[src/itrb_pkg.sv]
// ----------------------------------------------------------------------------
// itrb_pkg
// Types and constants shared by the I2C target register bank.
// ----------------------------------------------------------------------------
package itrb_pkg;

   localparam int unsigned REGISTER_COUNT = 101;
   localparam int unsigned WINDOW_SIZE    = 32;
   localparam int unsigned LED_MAX        = 8;

   localparam int unsigned CSR_INDEX_WIDTH = 3;

   typedef enum logic [2:0] {
      OP_START_WRITE = 3'd0,
      OP_WRITE_BYTE  = 3'd1,
      OP_READ_BYTE   = 3'd2,
      OP_STOP        = 3'd3,
      OP_BUS_RESET   = 3'd4,
      OP_RAISE_IRQ   = 3'd5,
      OP_SET_GP      = 3'd6
   } op_type;

   typedef enum logic [2:0] {
      ACT_NONE         = 3'd0,
      ACT_EEPROM_WRITE = 3'd1,
      ACT_EEPROM_READ  = 3'd2,
      ACT_LED_DRIVE    = 3'd3,
      ACT_TPU_POWER    = 3'd4,
      ACT_LOCK_CODE    = 3'd5,
      ACT_COMMAND      = 3'd6
   } act_type;

   localparam logic [CSR_INDEX_WIDTH-1:0] CSR_BOARD_TYPE       = 3'd0;
   localparam logic [CSR_INDEX_WIDTH-1:0] CSR_FIRMWARE_VERSION = 3'd1;
   localparam logic [CSR_INDEX_WIDTH-1:0] CSR_HARDWARE_VERSION = 3'd2;
   localparam logic [CSR_INDEX_WIDTH-1:0] CSR_DDR_TYPE         = 3'd3;
   localparam logic [CSR_INDEX_WIDTH-1:0] CSR_WORK_MODE        = 3'd4;
   localparam logic [CSR_INDEX_WIDTH-1:0] CSR_LED_COUNT        = 3'd5;
   localparam logic [CSR_INDEX_WIDTH-1:0] CSR_TEST_IRQ_MASK    = 3'd6;

   // register bank map
   localparam logic [6:0] REG_BOARD_KIND   = 7'h00;
   localparam logic [6:0] REG_FW_VERSION   = 7'h01;
   localparam logic [6:0] REG_HW_VERSION   = 7'h02;
   localparam logic [6:0] REG_COMMAND      = 7'h03;
   localparam logic [6:0] REG_IRQ_STATUS   = 7'h06;
   localparam logic [6:0] REG_TEST_IRQ     = 7'h07;
   localparam logic [6:0] REG_RESERVED_08  = 7'h08;
   localparam logic [6:0] REG_RESET_COUNT  = 7'h0a;
   localparam logic [6:0] REG_RUNTIME_LO   = 7'h0b;
   localparam logic [6:0] REG_RUNTIME_HI   = 7'h0c;
   localparam logic [6:0] REG_GP           = 7'h14;
   localparam logic [6:0] REG_DDR_TYPE     = 7'h15;
   localparam logic [6:0] REG_ONE          = 7'h16;
   localparam logic [6:0] REG_WORK_MODE    = 7'h17;
   localparam logic [6:0] REG_TPU_POWER    = 7'h22;
   localparam logic [6:0] REG_WATTS_LO     = 7'h24;
   localparam logic [6:0] REG_WATTS_HI     = 7'h25;
   localparam logic [6:0] REG_AMPS_LO      = 7'h28;
   localparam logic [6:0] REG_AMPS_HI      = 7'h29;
   localparam logic [6:0] REG_LED          = 7'h30;
   localparam logic [6:0] REG_BOOT_STEP    = 7'h3c;
   localparam logic [6:0] REG_BOARD_ID     = 7'h3d;
   localparam logic [6:0] REG_EE_BASE_LO   = 7'h3e;
   localparam logic [6:0] REG_EE_BASE_HI   = 7'h3f;
   localparam logic [6:0] REG_WINDOW       = 7'h40;
   localparam logic [6:0] REG_LOCK         = 7'h60;
   localparam logic [6:0] REG_BOARD_ADDR0  = 7'h61;
   localparam logic [6:0] REG_BOARD_ADDR1  = 7'h62;
   localparam logic [6:0] REG_BOARD_ADDR2  = 7'h63;
   localparam logic [6:0] REG_BOARD_ADDR3  = 7'h64;

   localparam logic [7:0] TEST_IRQ_CODE  = 8'h5a;
   localparam logic [7:0] UNMAPPED_BYTE  = 8'hff;

   typedef struct packed {
      logic [2:0]  operation;
      logic [7:0]  data;
      logic [15:0] uptime;
      logic [15:0] current;
      logic [7:0]  reset_count;
      logic [7:0]  led_levels;
      logic [7:0]  stage;
      logic [7:0]  eeprom_byte;
      logic [7:0]  eeprom_locked;
      logic [7:0]  tpu_power_state;
   } req_type;

   typedef struct packed {
      logic [7:0]  read_data;
      logic        irq;
      logic [2:0]  action;
      logic [15:0] action_address;
      logic [7:0]  action_value;
   } rsp_type;

   typedef struct packed {
      logic [7:0] board_type;
      logic [7:0] firmware_version;
      logic [7:0] hardware_version;
      logic [7:0] ddr_type;
      logic [7:0] work_mode;
      logic [3:0] led_count;
      logic [7:0] test_interrupt_mask;
   } cfg_type;

endpackage

[src/itrb_channels.sv]
// ----------------------------------------------------------------------------
// itrb channels
// Valid/ready channel interfaces for requests, responses and CSR writes.
// ----------------------------------------------------------------------------
interface itrb_req_if;
   logic              valid;
   logic              ready;
   itrb_pkg::req_type payload;
   modport source (output valid, output payload, input ready);
   modport sink   (input valid, input payload, output ready);
endinterface

interface itrb_rsp_if;
   logic              valid;
   logic              ready;
   itrb_pkg::rsp_type payload;
   modport source (output valid, output payload, input ready);
   modport sink   (input valid, input payload, output ready);
endinterface

interface itrb_csr_if;
   logic                                 valid;
   logic                                 ready;
   logic [itrb_pkg::CSR_INDEX_WIDTH-1:0] index;
   logic [7:0]                           data;
   modport source (output valid, output index, output data, input ready);
   modport sink   (input valid, input index, input data, output ready);
endinterface

[src/i2c_target_register_bank.sv]
// ----------------------------------------------------------------------------
// i2c_target_register_bank
// Register bank of an I2C target: index, decode, EEPROM window, actions.
// ----------------------------------------------------------------------------
//  channel   interface       dir   accepted when
//  req_if    itrb_req_if     in    req_if.valid & req_if.ready
//  rsp_if    itrb_rsp_if     out   rsp_if.valid & rsp_if.ready
//  csr_if    itrb_csr_if     in    csr_if.valid (ready always high)
//
//  One item per cycle while the response is not stalled; an accepted item
//  passes the input register, decode and the output register to the response.
//  Synchronous active-high reset clears the bank state and restores the
//  configuration defaults.
//  A stalled response holds the output register; the input register keeps
//  accepting until it too is full.
// ----------------------------------------------------------------------------
module i2c_target_register_bank (
   input  logic       clock,
   input  logic       reset,
   itrb_req_if.sink   req_if,
   itrb_rsp_if.source rsp_if,
   itrb_csr_if.sink   csr_if
);

   itrb_pkg::req_type req_ff;
   logic              req_valid_ff, req_valid_in;
   itrb_pkg::rsp_type rsp_ff;
   logic              rsp_valid_ff, rsp_valid_in;
   itrb_pkg::rsp_type rsp_next;
   itrb_pkg::cfg_type cfg;
   logic              advance;
   logic              req_take;

   itrb_csr u_csr (
      .clock  (clock),
      .reset  (reset),
      .csr_if (csr_if),
      .cfg    (cfg)
   );

   itrb_core u_core (
      .clock   (clock),
      .reset   (reset),
      .advance (advance),
      .req     (req_ff),
      .cfg     (cfg),
      .rsp     (rsp_next)
   );

   assign advance        = req_valid_ff && (!rsp_valid_ff || rsp_if.ready);
   assign req_if.ready   = !req_valid_ff || advance;
   assign req_take       = req_if.valid && req_if.ready;
   assign rsp_if.valid   = rsp_valid_ff;
   assign rsp_if.payload = rsp_ff;

   always_comb begin
      if (req_take) begin
         req_valid_in = 1'b1;
      end else if (advance) begin
         req_valid_in = 1'b0;
      end else begin
         req_valid_in = req_valid_ff;
      end
      if (advance) begin
         rsp_valid_in = 1'b1;
      end else if (rsp_if.ready) begin
         rsp_valid_in = 1'b0;
      end else begin
         rsp_valid_in = rsp_valid_ff;
      end
   end

   always_ff @(posedge clock) begin
      if (reset) begin
         req_valid_ff <= 1'b0;
         rsp_valid_ff <= 1'b0;
      end else begin
         req_valid_ff <= req_valid_in;
         rsp_valid_ff <= rsp_valid_in;
      end
   end

   always_ff @(posedge clock) begin
      if (req_take) begin
         req_ff <= req_if.payload;
      end
      if (advance) begin
         rsp_ff <= rsp_next;
      end
   end

endmodule

[src/itrb_csr.sv]
// ----------------------------------------------------------------------------
// itrb_csr
// Configuration registers, written through the CSR channel.
// ----------------------------------------------------------------------------
module itrb_csr (
   input  logic              clock,
   input  logic              reset,
   itrb_csr_if.sink          csr_if,
   output itrb_pkg::cfg_type cfg
);

   // all fields zero except the test interrupt mask, which resets to 1
   localparam itrb_pkg::cfg_type CfgReset = {8'd0, 8'd0, 8'd0, 8'd0, 8'd0, 4'd0, 8'h01};

   itrb_pkg::cfg_type cfg_ff;
   itrb_pkg::cfg_type cfg_in;

   assign csr_if.ready = 1'b1;
   assign cfg          = cfg_ff;

   always_comb begin
      cfg_in = cfg_ff;
      if (csr_if.valid) begin
         unique case (csr_if.index)
            itrb_pkg::CSR_BOARD_TYPE:       cfg_in.board_type          = csr_if.data;
            itrb_pkg::CSR_FIRMWARE_VERSION: cfg_in.firmware_version    = csr_if.data;
            itrb_pkg::CSR_HARDWARE_VERSION: cfg_in.hardware_version    = csr_if.data;
            itrb_pkg::CSR_DDR_TYPE:         cfg_in.ddr_type            = csr_if.data;
            itrb_pkg::CSR_WORK_MODE:        cfg_in.work_mode           = csr_if.data;
            itrb_pkg::CSR_LED_COUNT:        cfg_in.led_count           = csr_if.data[3:0];
            itrb_pkg::CSR_TEST_IRQ_MASK:    cfg_in.test_interrupt_mask = csr_if.data;
            default: ;
         endcase
      end
   end

   always_ff @(posedge clock) begin
      if (reset) begin
         cfg_ff <= CfgReset;
      end else begin
         cfg_ff <= cfg_in;
      end
   end

endmodule

[src/itrb_core.sv]
// ----------------------------------------------------------------------------
// itrb_core
// Register bank state and byte decode; state commits when an item advances.
// ----------------------------------------------------------------------------
module itrb_core (
   input  logic              clock,
   input  logic              reset,
   input  logic              advance,
   input  itrb_pkg::req_type req,
   input  itrb_pkg::cfg_type cfg,
   output itrb_pkg::rsp_type rsp
);

   logic [6:0]  index_ff,           index_in;
   logic        index_pending_ff,   index_pending_in;
   logic [7:0]  pending_command_ff, pending_command_in;
   logic [7:0]  irq_status_ff,      irq_status_in;
   logic [7:0]  gp_ff,              gp_in;
   logic [15:0] eeprom_base_ff,     eeprom_base_in;
   logic [15:0] latched_word_ff,    latched_word_in;
   logic [7:0]  board_id_ff,        board_id_in;
   logic [7:0]  board_address_ff [4];
   logic [7:0]  board_address_in [4];

   logic [3:0]  led_num;
   logic [7:0]  led_mask;
   logic        in_window;
   logic [15:0] window_address;
   logic [7:0]  index_next;
   logic [6:0]  index_wrapped;
   logic [7:0]  data_mod;
   logic [1:0]  addr_slot;
   logic [15:0] power_word;

   itrb_pkg::op_type  op;
   itrb_pkg::act_type act;
   logic [7:0]        read_data;
   logic [15:0]       act_address;
   logic [7:0]        act_value;

   localparam logic [7:0] RegCount  = 8'(itrb_pkg::REGISTER_COUNT);
   localparam logic [7:0] RegCount2 = 8'(2 * itrb_pkg::REGISTER_COUNT);
   localparam logic [7:0] WindowEnd = 8'(7'h40 + itrb_pkg::WINDOW_SIZE);
   localparam logic [3:0] LedMax    = 4'(itrb_pkg::LED_MAX);

   assign op       = itrb_pkg::op_type'(req.operation);
   assign led_num  = (cfg.led_count > LedMax) ? LedMax : cfg.led_count;
   assign led_mask = 8'((9'd1 << led_num) - 9'd1);

   assign in_window      = (index_ff >= itrb_pkg::REG_WINDOW) &&
                           ({1'b0, index_ff} < WindowEnd);
   assign window_address = eeprom_base_ff + {9'd0, 7'(index_ff - itrb_pkg::REG_WINDOW)};
   assign addr_slot      = 2'(index_ff - itrb_pkg::REG_BOARD_ADDR0);
   assign power_word     = 16'({req.current, 3'd0}) + 16'({req.current, 2'd0});

   assign index_next    = {1'b0, index_ff} + 8'd1;
   assign index_wrapped = (index_next == RegCount) ? 7'd0 : index_next[6:0];

   always_comb begin
      if (req.data >= RegCount2) begin
         data_mod = req.data - RegCount2;
      end else if (req.data >= RegCount) begin
         data_mod = req.data - RegCount;
      end else begin
         data_mod = req.data;
      end
   end

   always_comb begin
      index_in           = index_ff;
      index_pending_in   = index_pending_ff;
      pending_command_in = pending_command_ff;
      irq_status_in      = irq_status_ff;
      gp_in              = gp_ff;
      eeprom_base_in     = eeprom_base_ff;
      latched_word_in    = latched_word_ff;
      board_id_in        = board_id_ff;
      board_address_in   = board_address_ff;
      act                = itrb_pkg::ACT_NONE;
      read_data          = 8'd0;
      act_address        = 16'd0;
      act_value          = 8'd0;

      unique case (op)
         itrb_pkg::OP_START_WRITE: begin
            index_pending_in = 1'b1;
         end
         itrb_pkg::OP_WRITE_BYTE: begin
            if (index_pending_ff) begin
               index_in         = data_mod[6:0];
               index_pending_in = 1'b0;
            end else begin
               index_in = index_wrapped;
               if (in_window) begin
                  act         = itrb_pkg::ACT_EEPROM_WRITE;
                  act_address = window_address;
                  act_value   = req.data;
               end else begin
                  unique case (index_ff)
                     itrb_pkg::REG_COMMAND:    pending_command_in = req.data;
                     itrb_pkg::REG_IRQ_STATUS: irq_status_in = irq_status_ff & ~req.data;
                     itrb_pkg::REG_TEST_IRQ: begin
                        if (req.data == itrb_pkg::TEST_IRQ_CODE) begin
                           irq_status_in = irq_status_ff | cfg.test_interrupt_mask;
                        end
                     end
                     itrb_pkg::REG_GP:         gp_in = req.data;
                     itrb_pkg::REG_TPU_POWER: begin
                        act       = itrb_pkg::ACT_TPU_POWER;
                        act_value = req.data;
                     end
                     itrb_pkg::REG_LED: begin
                        act       = itrb_pkg::ACT_LED_DRIVE;
                        act_value = req.data & led_mask;
                     end
                     itrb_pkg::REG_BOARD_ID:   board_id_in = req.data;
                     itrb_pkg::REG_EE_BASE_LO: eeprom_base_in[7:0]  = req.data;
                     itrb_pkg::REG_EE_BASE_HI: eeprom_base_in[15:8] = req.data;
                     itrb_pkg::REG_LOCK: begin
                        act       = itrb_pkg::ACT_LOCK_CODE;
                        act_value = req.data;
                     end
                     itrb_pkg::REG_BOARD_ADDR0, itrb_pkg::REG_BOARD_ADDR1,
                     itrb_pkg::REG_BOARD_ADDR2, itrb_pkg::REG_BOARD_ADDR3: begin
                        board_address_in[addr_slot] = req.data;
                     end
                     default: ;
                  endcase
               end
            end
         end
         itrb_pkg::OP_READ_BYTE: begin
            index_in = index_wrapped;
            if (in_window) begin
               act         = itrb_pkg::ACT_EEPROM_READ;
               act_address = window_address;
               read_data   = req.eeprom_byte;
            end else begin
               unique case (index_ff)
                  itrb_pkg::REG_BOARD_KIND:  read_data = cfg.board_type;
                  itrb_pkg::REG_FW_VERSION:  read_data = cfg.firmware_version;
                  itrb_pkg::REG_HW_VERSION:  read_data = cfg.hardware_version;
                  itrb_pkg::REG_COMMAND:     read_data = 8'd0;
                  itrb_pkg::REG_IRQ_STATUS:  read_data = irq_status_ff;
                  itrb_pkg::REG_RESERVED_08: read_data = 8'd0;
                  itrb_pkg::REG_RESET_COUNT: read_data = req.reset_count;
                  itrb_pkg::REG_RUNTIME_LO: begin
                     latched_word_in = req.uptime;
                     read_data       = req.uptime[7:0];
                  end
                  itrb_pkg::REG_RUNTIME_HI:  read_data = latched_word_ff[15:8];
                  itrb_pkg::REG_GP:          read_data = gp_ff;
                  itrb_pkg::REG_DDR_TYPE:    read_data = cfg.ddr_type;
                  itrb_pkg::REG_ONE:         read_data = 8'd1;
                  itrb_pkg::REG_WORK_MODE:   read_data = cfg.work_mode;
                  itrb_pkg::REG_TPU_POWER:   read_data = req.tpu_power_state;
                  itrb_pkg::REG_WATTS_LO: begin
                     latched_word_in = power_word;
                     read_data       = power_word[7:0];
                  end
                  itrb_pkg::REG_WATTS_HI:    read_data = latched_word_ff[15:8];
                  itrb_pkg::REG_AMPS_LO: begin
                     latched_word_in = req.current;
                     read_data       = req.current[7:0];
                  end
                  itrb_pkg::REG_AMPS_HI:     read_data = latched_word_ff[15:8];
                  itrb_pkg::REG_LED:         read_data = req.led_levels | ~led_mask;
                  itrb_pkg::REG_BOOT_STEP:   read_data = req.stage;
                  itrb_pkg::REG_BOARD_ID:    read_data = board_id_ff;
                  itrb_pkg::REG_EE_BASE_LO:  read_data = eeprom_base_ff[7:0];
                  itrb_pkg::REG_EE_BASE_HI:  read_data = eeprom_base_ff[15:8];
                  itrb_pkg::REG_LOCK:        read_data = req.eeprom_locked;
                  itrb_pkg::REG_BOARD_ADDR0, itrb_pkg::REG_BOARD_ADDR1,
                  itrb_pkg::REG_BOARD_ADDR2, itrb_pkg::REG_BOARD_ADDR3: begin
                     read_data = board_address_ff[addr_slot];
                  end
                  default:                   read_data = itrb_pkg::UNMAPPED_BYTE;
               endcase
            end
         end
         itrb_pkg::OP_STOP: begin
            if (pending_command_ff != 8'd0) begin
               act                = itrb_pkg::ACT_COMMAND;
               act_value          = pending_command_ff;
               pending_command_in = 8'd0;
            end
         end
         itrb_pkg::OP_BUS_RESET: begin
            index_in           = 7'd0;
            index_pending_in   = 1'b0;
            pending_command_in = 8'd0;
            irq_status_in      = 8'd0;
            gp_in              = 8'd0;
            eeprom_base_in     = 16'd0;
            latched_word_in    = 16'd0;
            board_id_in        = 8'd0;
            board_address_in   = '{default: 8'd0};
         end
         itrb_pkg::OP_RAISE_IRQ: begin
            irq_status_in = irq_status_ff | req.data;
         end
         itrb_pkg::OP_SET_GP: begin
            gp_in = req.data;
         end
         default: ;
      endcase
   end

   assign rsp = {read_data, (irq_status_in != 8'd0), act, act_address, act_value};

   always_ff @(posedge clock) begin
      if (reset) begin
         index_ff           <= 7'd0;
         index_pending_ff   <= 1'b0;
         pending_command_ff <= 8'd0;
         irq_status_ff      <= 8'd0;
         gp_ff              <= 8'd0;
         eeprom_base_ff     <= 16'd0;
         latched_word_ff    <= 16'd0;
         board_id_ff        <= 8'd0;
         board_address_ff   <= '{default: 8'd0};
      end else if (advance) begin
         index_ff           <= index_in;
         index_pending_ff   <= index_pending_in;
         pending_command_ff <= pending_command_in;
         irq_status_ff      <= irq_status_in;
         gp_ff              <= gp_in;
         eeprom_base_ff     <= eeprom_base_in;
         latched_word_ff    <= latched_word_in;
         board_id_ff        <= board_id_in;
         board_address_ff   <= board_address_in;
      end
   end

endmodule

[src/flat_wrapper.sv]
// flat-port wrapper written by rule: the top's interface ports become plain ports
module i2c_target_register_bank_flat 
  (clock, reset, req_if_valid, req_if_payload, req_if_ready, rsp_if_valid, rsp_if_payload, rsp_if_ready, csr_if_valid, csr_if_index, csr_if_data, csr_if_ready);
  itrb_req_if req_if_i ();
  itrb_rsp_if rsp_if_i ();
  itrb_csr_if csr_if_i ();
  input  logic clock;
  input  logic reset;
  input wire logic [$bits(req_if_i.valid)-1:0] req_if_valid;
  input wire logic [$bits(req_if_i.payload)-1:0] req_if_payload;
  output wire logic [$bits(req_if_i.ready)-1:0] req_if_ready;
  output wire logic [$bits(rsp_if_i.valid)-1:0] rsp_if_valid;
  output wire logic [$bits(rsp_if_i.payload)-1:0] rsp_if_payload;
  input wire logic [$bits(rsp_if_i.ready)-1:0] rsp_if_ready;
  input wire logic [$bits(csr_if_i.valid)-1:0] csr_if_valid;
  input wire logic [$bits(csr_if_i.index)-1:0] csr_if_index;
  input wire logic [$bits(csr_if_i.data)-1:0] csr_if_data;
  output wire logic [$bits(csr_if_i.ready)-1:0] csr_if_ready;
  assign req_if_i.valid = req_if_valid;
  assign req_if_i.payload = req_if_payload;
  assign req_if_ready = req_if_i.ready;
  assign rsp_if_valid = rsp_if_i.valid;
  assign rsp_if_payload = rsp_if_i.payload;
  assign rsp_if_i.ready = rsp_if_ready;
  assign csr_if_i.valid = csr_if_valid;
  assign csr_if_i.index = csr_if_index;
  assign csr_if_i.data = csr_if_data;
  assign csr_if_ready = csr_if_i.ready;
  i2c_target_register_bank u_core (.clock(clock), .reset(reset), .req_if(req_if_i), .rsp_if(rsp_if_i), .csr_if(csr_if_i));
endmodule
[config.mk]
export PLATFORM = sky130hd
export DESIGN_NAME = i2c_target_register_bank_flat
export DESIGN_NICKNAME = d
export VERILOG_FILES = /design/src/itrb_pkg.sv /design/src/itrb_channels.sv /design/src/i2c_target_register_bank.sv /design/src/itrb_csr.sv /design/src/itrb_core.sv /design/src/flat_wrapper.sv
export SDC_FILE = /design/constraint.sdc
export NUM_CORES = 1
export LEC_CHECK = 0
export ABC_AREA = 1
export ABC_CLOCK_PERIOD_IN_PS = 6700
export CORE_UTILIZATION = 55
export DETAILED_ROUTE_END_ITERATION = 6
export DONT_BUFFER_PORTS = 1
export GPL_TIMING_DRIVEN = 1
export PLACE_DENSITY = 0.7
export SLEW_MARGIN = 0
export SYNTH_ARGS = -nofsm -noshare
export SYNTH_HDL_FRONTEND = slang
export SYNTH_SLANG_ARGS = --single-unit
[constraint.sdc]
create_clock -name clock -period 6.7 [get_ports clock]
set_clock_uncertainty 0.05 [all_clocks]
set_input_delay 0.335 -clock clock [delete_from_list [all_inputs] [get_ports clock]]
set_output_delay 0.335 -clock clock [all_outputs]
set_load 0.1 [all_outputs]
# Word level (Yosys, flattened, before mapping)
# Cells that the tools add are included.
# word_totals
word_cells	219
output_inout_bits	39
input_bits	107
regBits	285
# op_classes
n_eq_ne	53
order_cmp	7
add_sub_neg	8
shift	1
n_reduce_logical	42
muxes	63
bitwise_logic	8
# ops
operator	count
$mux 8	22
$pmux 8 s22	1
$mux 32	3
$pmux 16 s2	3
$mux 16	5
$pmux 8 s3	3
$eq 7x6->1 const B	10
$pmux 32 s2	1
$pmux 8 s2	4
$pmux 16 s3	1
$eq 7x7->1 const B	5
$bwmux 32	1
$eq 7x4->1 const B	4
$eq 7x5->1 const B	4
$mux 7	4
$reduce_and 5->1	5
$or 8x8->8	3
$pmux 7 s3	1
$sub 7x7->7 const B	3
$ne 2x2->1 const B	10
$eq 3x3->1 const B	6
$pmux 3 s3	2
$reduce_and 2->1	9
$add 16x16->16	1
42 further kinds	71

# Logic depth before layout (Yosys ltp)
# logic_depth
depth_word	11
ltp_mapped	15
mapped_depth_nobuf	14

# Hierarchy
# Synthesis repeated with hierarchy kept, for this count alone.
# unflattened
cells_unflattened	1935
hier_area_um2	14397.6
# by_module_without_submodules
mod	cells_per_inst	seq_area_each_um2	area_per_inst_um2	instances
itrb_core	1491	1921.8	8360.5	1
i2c_target_register_bank	139	3853.7	3905.0	1
itrb_csr	305	1041.0	2132.0	1

# Least setup slack after synthesis
# No wires, ideal clock.
# synth_timing
path_type	reg-to-reg
start	reg u_core.rsp_valid_ff (netlist: u_core.rsp_if.valid)
end	reg u_core.req_ff[0] (netlist bit), enable pin
setup_time_ns	0.445
path_buffers	0
setup_slack_ns	2.695
stages_incl_launch_ff	4
t_required_ns	6.205
arrival_time_ns	3.511
synth_period_minus_slack_ns	4.005
path_cell_list	dfxtp_1 nand3_1 nand2_1 inv_1
# synth_via
elab_chain_len	5
# synth_rtl
item	line_no	text
start: declaration	i2c_target_register_bank.sv:28	logic rsp_valid_ff, rsp_valid_in;
start signal: assignment	i2c_target_register_bank.sv:79	rsp_valid_ff <= rsp_valid_in;
$logic_not 1->1	i2c_target_register_bank.sv:50	assign advance = req_valid_ff && (!rsp_valid_ff || rsp_if.ready);
$logic_or 1x1->1	i2c_target_register_bank.sv:50	
$logic_and 1x1->1	i2c_target_register_bank.sv:50	
$logic_or 1x1->1	i2c_target_register_bank.sv:51	assign req_if.ready = !req_valid_ff || advance;
net req_if_ready	flat_wrapper.sv:11	output wire logic [$bits(req_if_i.ready)-1:0] req_if_ready;
$logic_and 1x1->1	i2c_target_register_bank.sv:52	assign req_take = req_if.valid && req_if.ready;
net u_core.req_take	i2c_target_register_bank.sv:32	logic req_take;
end signal: assignment	i2c_target_register_bank.sv:85	req_ff <= req_if.payload;
end: declaration	i2c_target_register_bank.sv:25	itrb_pkg::req_type req_ff;
# The timed path passes the listed nets, and every way through them passes these cells.
# A chain may end at the register's enable or synchronous reset.

# Final worst setup path
# layout_timing
start	reg u_core.u_core.index_ff[0]
end	reg u_core.rsp_ff, in the netlist u_core.rsp_if.payload[5], data pin
# layout_via
elab_chain_len	6
word_cells_on_any_way	11
cone_classes	2 x order compare; 3 x eq/ne; 4 x mux; 2 x reduce/logical
# layout_rtl
item	line_no	text
start: declaration	itrb_core.sv:14	logic [6:0] index_ff, index_in;
start signal: assignment	itrb_core.sv:223	index_ff <= index_in;
parallel branches: the longest is 3 deep, another holds $ge 7x7->1	n/a	
$mux 8 (*)	itrb_core.sv:94	if (in_window) begin
$mux 8 (*)	itrb_core.sv:89	if (index_pending_ff) begin
$pmux 8 s2 (*)	itrb_core.sv:84	unique case (op)
end signal: assignment	i2c_target_register_bank.sv:88	rsp_ff <= rsp_next;
end: declaration	i2c_target_register_bank.sv:27	itrb_pkg::rsp_type rsp_ff;
# Every way passes the cells marked *.

==> out/metrics.yaml <==
synth:
  synthTopCellsByArea: "edfxtp_1 27%, dfxtp_1 21%, nand2_1 13%"
  yosysWarnings: 0
  syn-instance-count: 1853
  syn_avg_cell_area_um2: 7.67
  async_reset_ff_frac: 0
  synth_fp_nets: 1994
  syn_area_mm2: 0.0142
  synth_top_area_share: 0.268
  yosys.area.top_type: "edfxtp_1"
  synth_edf_count: 127
  ys_ff_latch: 277
  synth.distinct_cells: 52
  ys_seq_area_frac: 0.480
  synth_flop_cell: "dfxtp_1"
placed_design:
  gp_congestion: 0.994
  dp_hpwl_um: 32900
  portBuffers: 0
  pre_cts_ws_ps: 2930
worst_setup_path:
  critPathMaxFanout: 24
  endpoint_kind: "flop"
  worstPathArrival_ps: 4140
  crit_path_start_kind: "flop"
  crit_required_ps: 6960
  timing_worst_setup_path_type: "flop to flop"
  crit_start: "u_core.u_core.index_ff[0]$_SDFFE_PP0P_"
  r2r-start: "u_core.u_core.index_ff[0]$_SDFFE_PP0P_"
power:
  leakagePower_uw: 0.00668
  vdd_drop_max_v: 0.000215
  cellPowerDensity_mw_per_mm2: 249
detailed_routing:
  met2_length_um: 21200
  drc_errors: 0
  vias_per_cell: 5.78
  top_layer: "met4"
  first_pass_iters: 6
  vias: 13265
  ant_nets: 0
  drtIter0Drc: 1384
  drt_wl_total_um: 45900
  route.met3.wl_um: 4150
  wl_met1_um: 18200
  route.detailed.wl_per_inst_um: 20.0
floorplanning:
  fp.dieW_um: 163
  fp-row-count: 58
  initial_core_util: 0.562
  dieHeight_um: 163
  ioPinCount: 146
  core-area_mm2: 0.0253
  dieArea_mm2: 0.0265
timing:
  setup_viol: 0
  slew_headroom: 0.200
  finalHoldViolCount: 0
  fin_ws_ps: 2820
  period_share: 0.579
  max_freq_ghz: 0.258
  post-route-min-period_ps: 3880
  rsz0062_at_grt: "no"
  finalSetupTns_ps: 0
  slew_violations: 0
  tightest_slew_ps: 1200
  whs_ps: 74.1
clocking:
  cts-root-buf: "clkbuf_16"
  cts_max_path_buffers: 3
  cts.sinks: 277
  htreeDepth: 1
  cts_made_buffers: 30
  clkLatencyLatePin_ps: 590
  path_clk_slew_ps: 60
  cts-resized-gates: 0
  cts_tree: "done"
global_routing:
  overflow: 0
  antenna_found_initial: 0
  grt_pass1_wl_um: 70900
  grt_pass1_vias: 12514
  grt_max_degree: 92
  grt_use_total: 0.352
final_layout:
  drive_gt1_frac: 0.0570
  fin_util: 0.652
  layout.nets: 2082
  n_fill_cell: 2186
  area_growth_pct: 16.0
run:
  maxCapViolCount: 0
worst_hold_path:
  min_path_type: "primary input to flop"
  hold_start: "reset"
run_status:
  status: "complete, no violations"
[repair_timing]
action	CTS	global route
buffers inserted	0	0
hold buffers	102	0
endpoints found under the hold margin	203	0
[final cells by class]
cell class	instances	area [um2]	area share
clock inverter	22	235	0.0143
multi-input combinational	1340	6460	0.392
timing repair buffer	104	1050	0.0639
sequential	277	6820	0.414
inverter	188	711	0.0431
antenna	1	2.50	0.000152
tap	330	413	0.0251
clock buffer	34	787	0.0478
[power by group]
group	total [uW]	internal (uW)	switching, uW
Clock	1700	999	706
Sequential	1980	1850	133
Combinational	418	140	278
[synth_stat cells (10+ instances only)]
master,n
nand2_2,10
a21oi_1,150
nand3_1,97
clkbuf_1,30
nand4_1,22
xor2_1,10
nor2_4,14
inv_1,170
dfxtp_1,150
buf_2,12
nor2_1,254
nand2_1,478
edfxtp_1,127
inv_2,10
o21ai_0,184
ha_1,32
[critical path, cell delays in order (launching register included)]
cell	delay, ps
dfxtp_1	810
clkinv_1	640
ha_1	640
nand2_1	230
nor2_1	270
nor3_2	550
o21ai_0	230
nand3_1	110
o21ai_0	90
[flip-flops by register name, summed over array words and instances, names as in the netlist, 8 cells and up]
register,cells
u_core.u_core.board_id_ff,8
u_core.u_core.gp_ff,8
u_core.u_core.eeprom_base_ff,16
u_core.rsp_if.payload,36
u_core.u_core.latched_word_ff,8
u_core.u_core.irq_status_ff,8
u_core.req_ff,91
u_core.u_core.pending_command_ff,8
u_core.u_csr.cfg,52
u_core.u_core.board_address_ff,32
[routing by layer]
layer,global-route usage,up-vias
met5,0,-
met2,0.570,702
met4,0.169,0
li1,-,6308
met1,0.460,6108
met3,0.0576,147
[kinds of logic (layout without fill, tap and decap cells)]
kind of cell	count (synthesis)	count (layout)	share of synthesized area
AND/OR/NAND/NOR	911	911	0.273
AO/OA/AOI/OAI	378	378	0.141
flip-flops	277	277	0.480
buffers and inverters	236	348	0.0655
adder cells (fa/ha/maj)	34	34	0.0310
XOR/XNOR	16	16	0.00987
other	1	2	0.000264
[cells in the final DEF (no fill, tap or decap), types with 14 or more instances in the layout]
master and count:
nor2_4 14, edfxtp_1 127, o21ai_0 184, nand3_1 97, nand4_1 22, clkbuf_16 31
nand2_1 478, a21oi_1 150, dfxtp_1 150, clkinv_1 14, nor2_1 254, inv_1 169
ha_1 32, dlygate4sd3_1 101
[worst paths after layout]
check	endpoint	slack, ps	cells after the start
setup reg to reg	u_core.rsp_if.payload[5]$_SDFFCE_PN0P_	2820	8
hold reg to reg	u_core.u_csr.cfg[26]$_SDFFE_PP0P_	400	2
hold / removal	u_core.u_core.board_address_ff[21]$_SDFFE_PP0P_	70	2
setup / recovery	u_core.rsp_if.payload[5]$_SDFFCE_PN0P_	2820	8
[stage by stage]
step	std cells	total power [uW]	instance area (um2)
finish	2296	4100	16500
global route	2295	4230	16500
CTS	2295	4090	16500
detailed placement	2137	2350	14400
global placement	2137	2350	14400
floorplan	1853	2250	14200
Note: power is estimated with default switching activity, not from simulation.
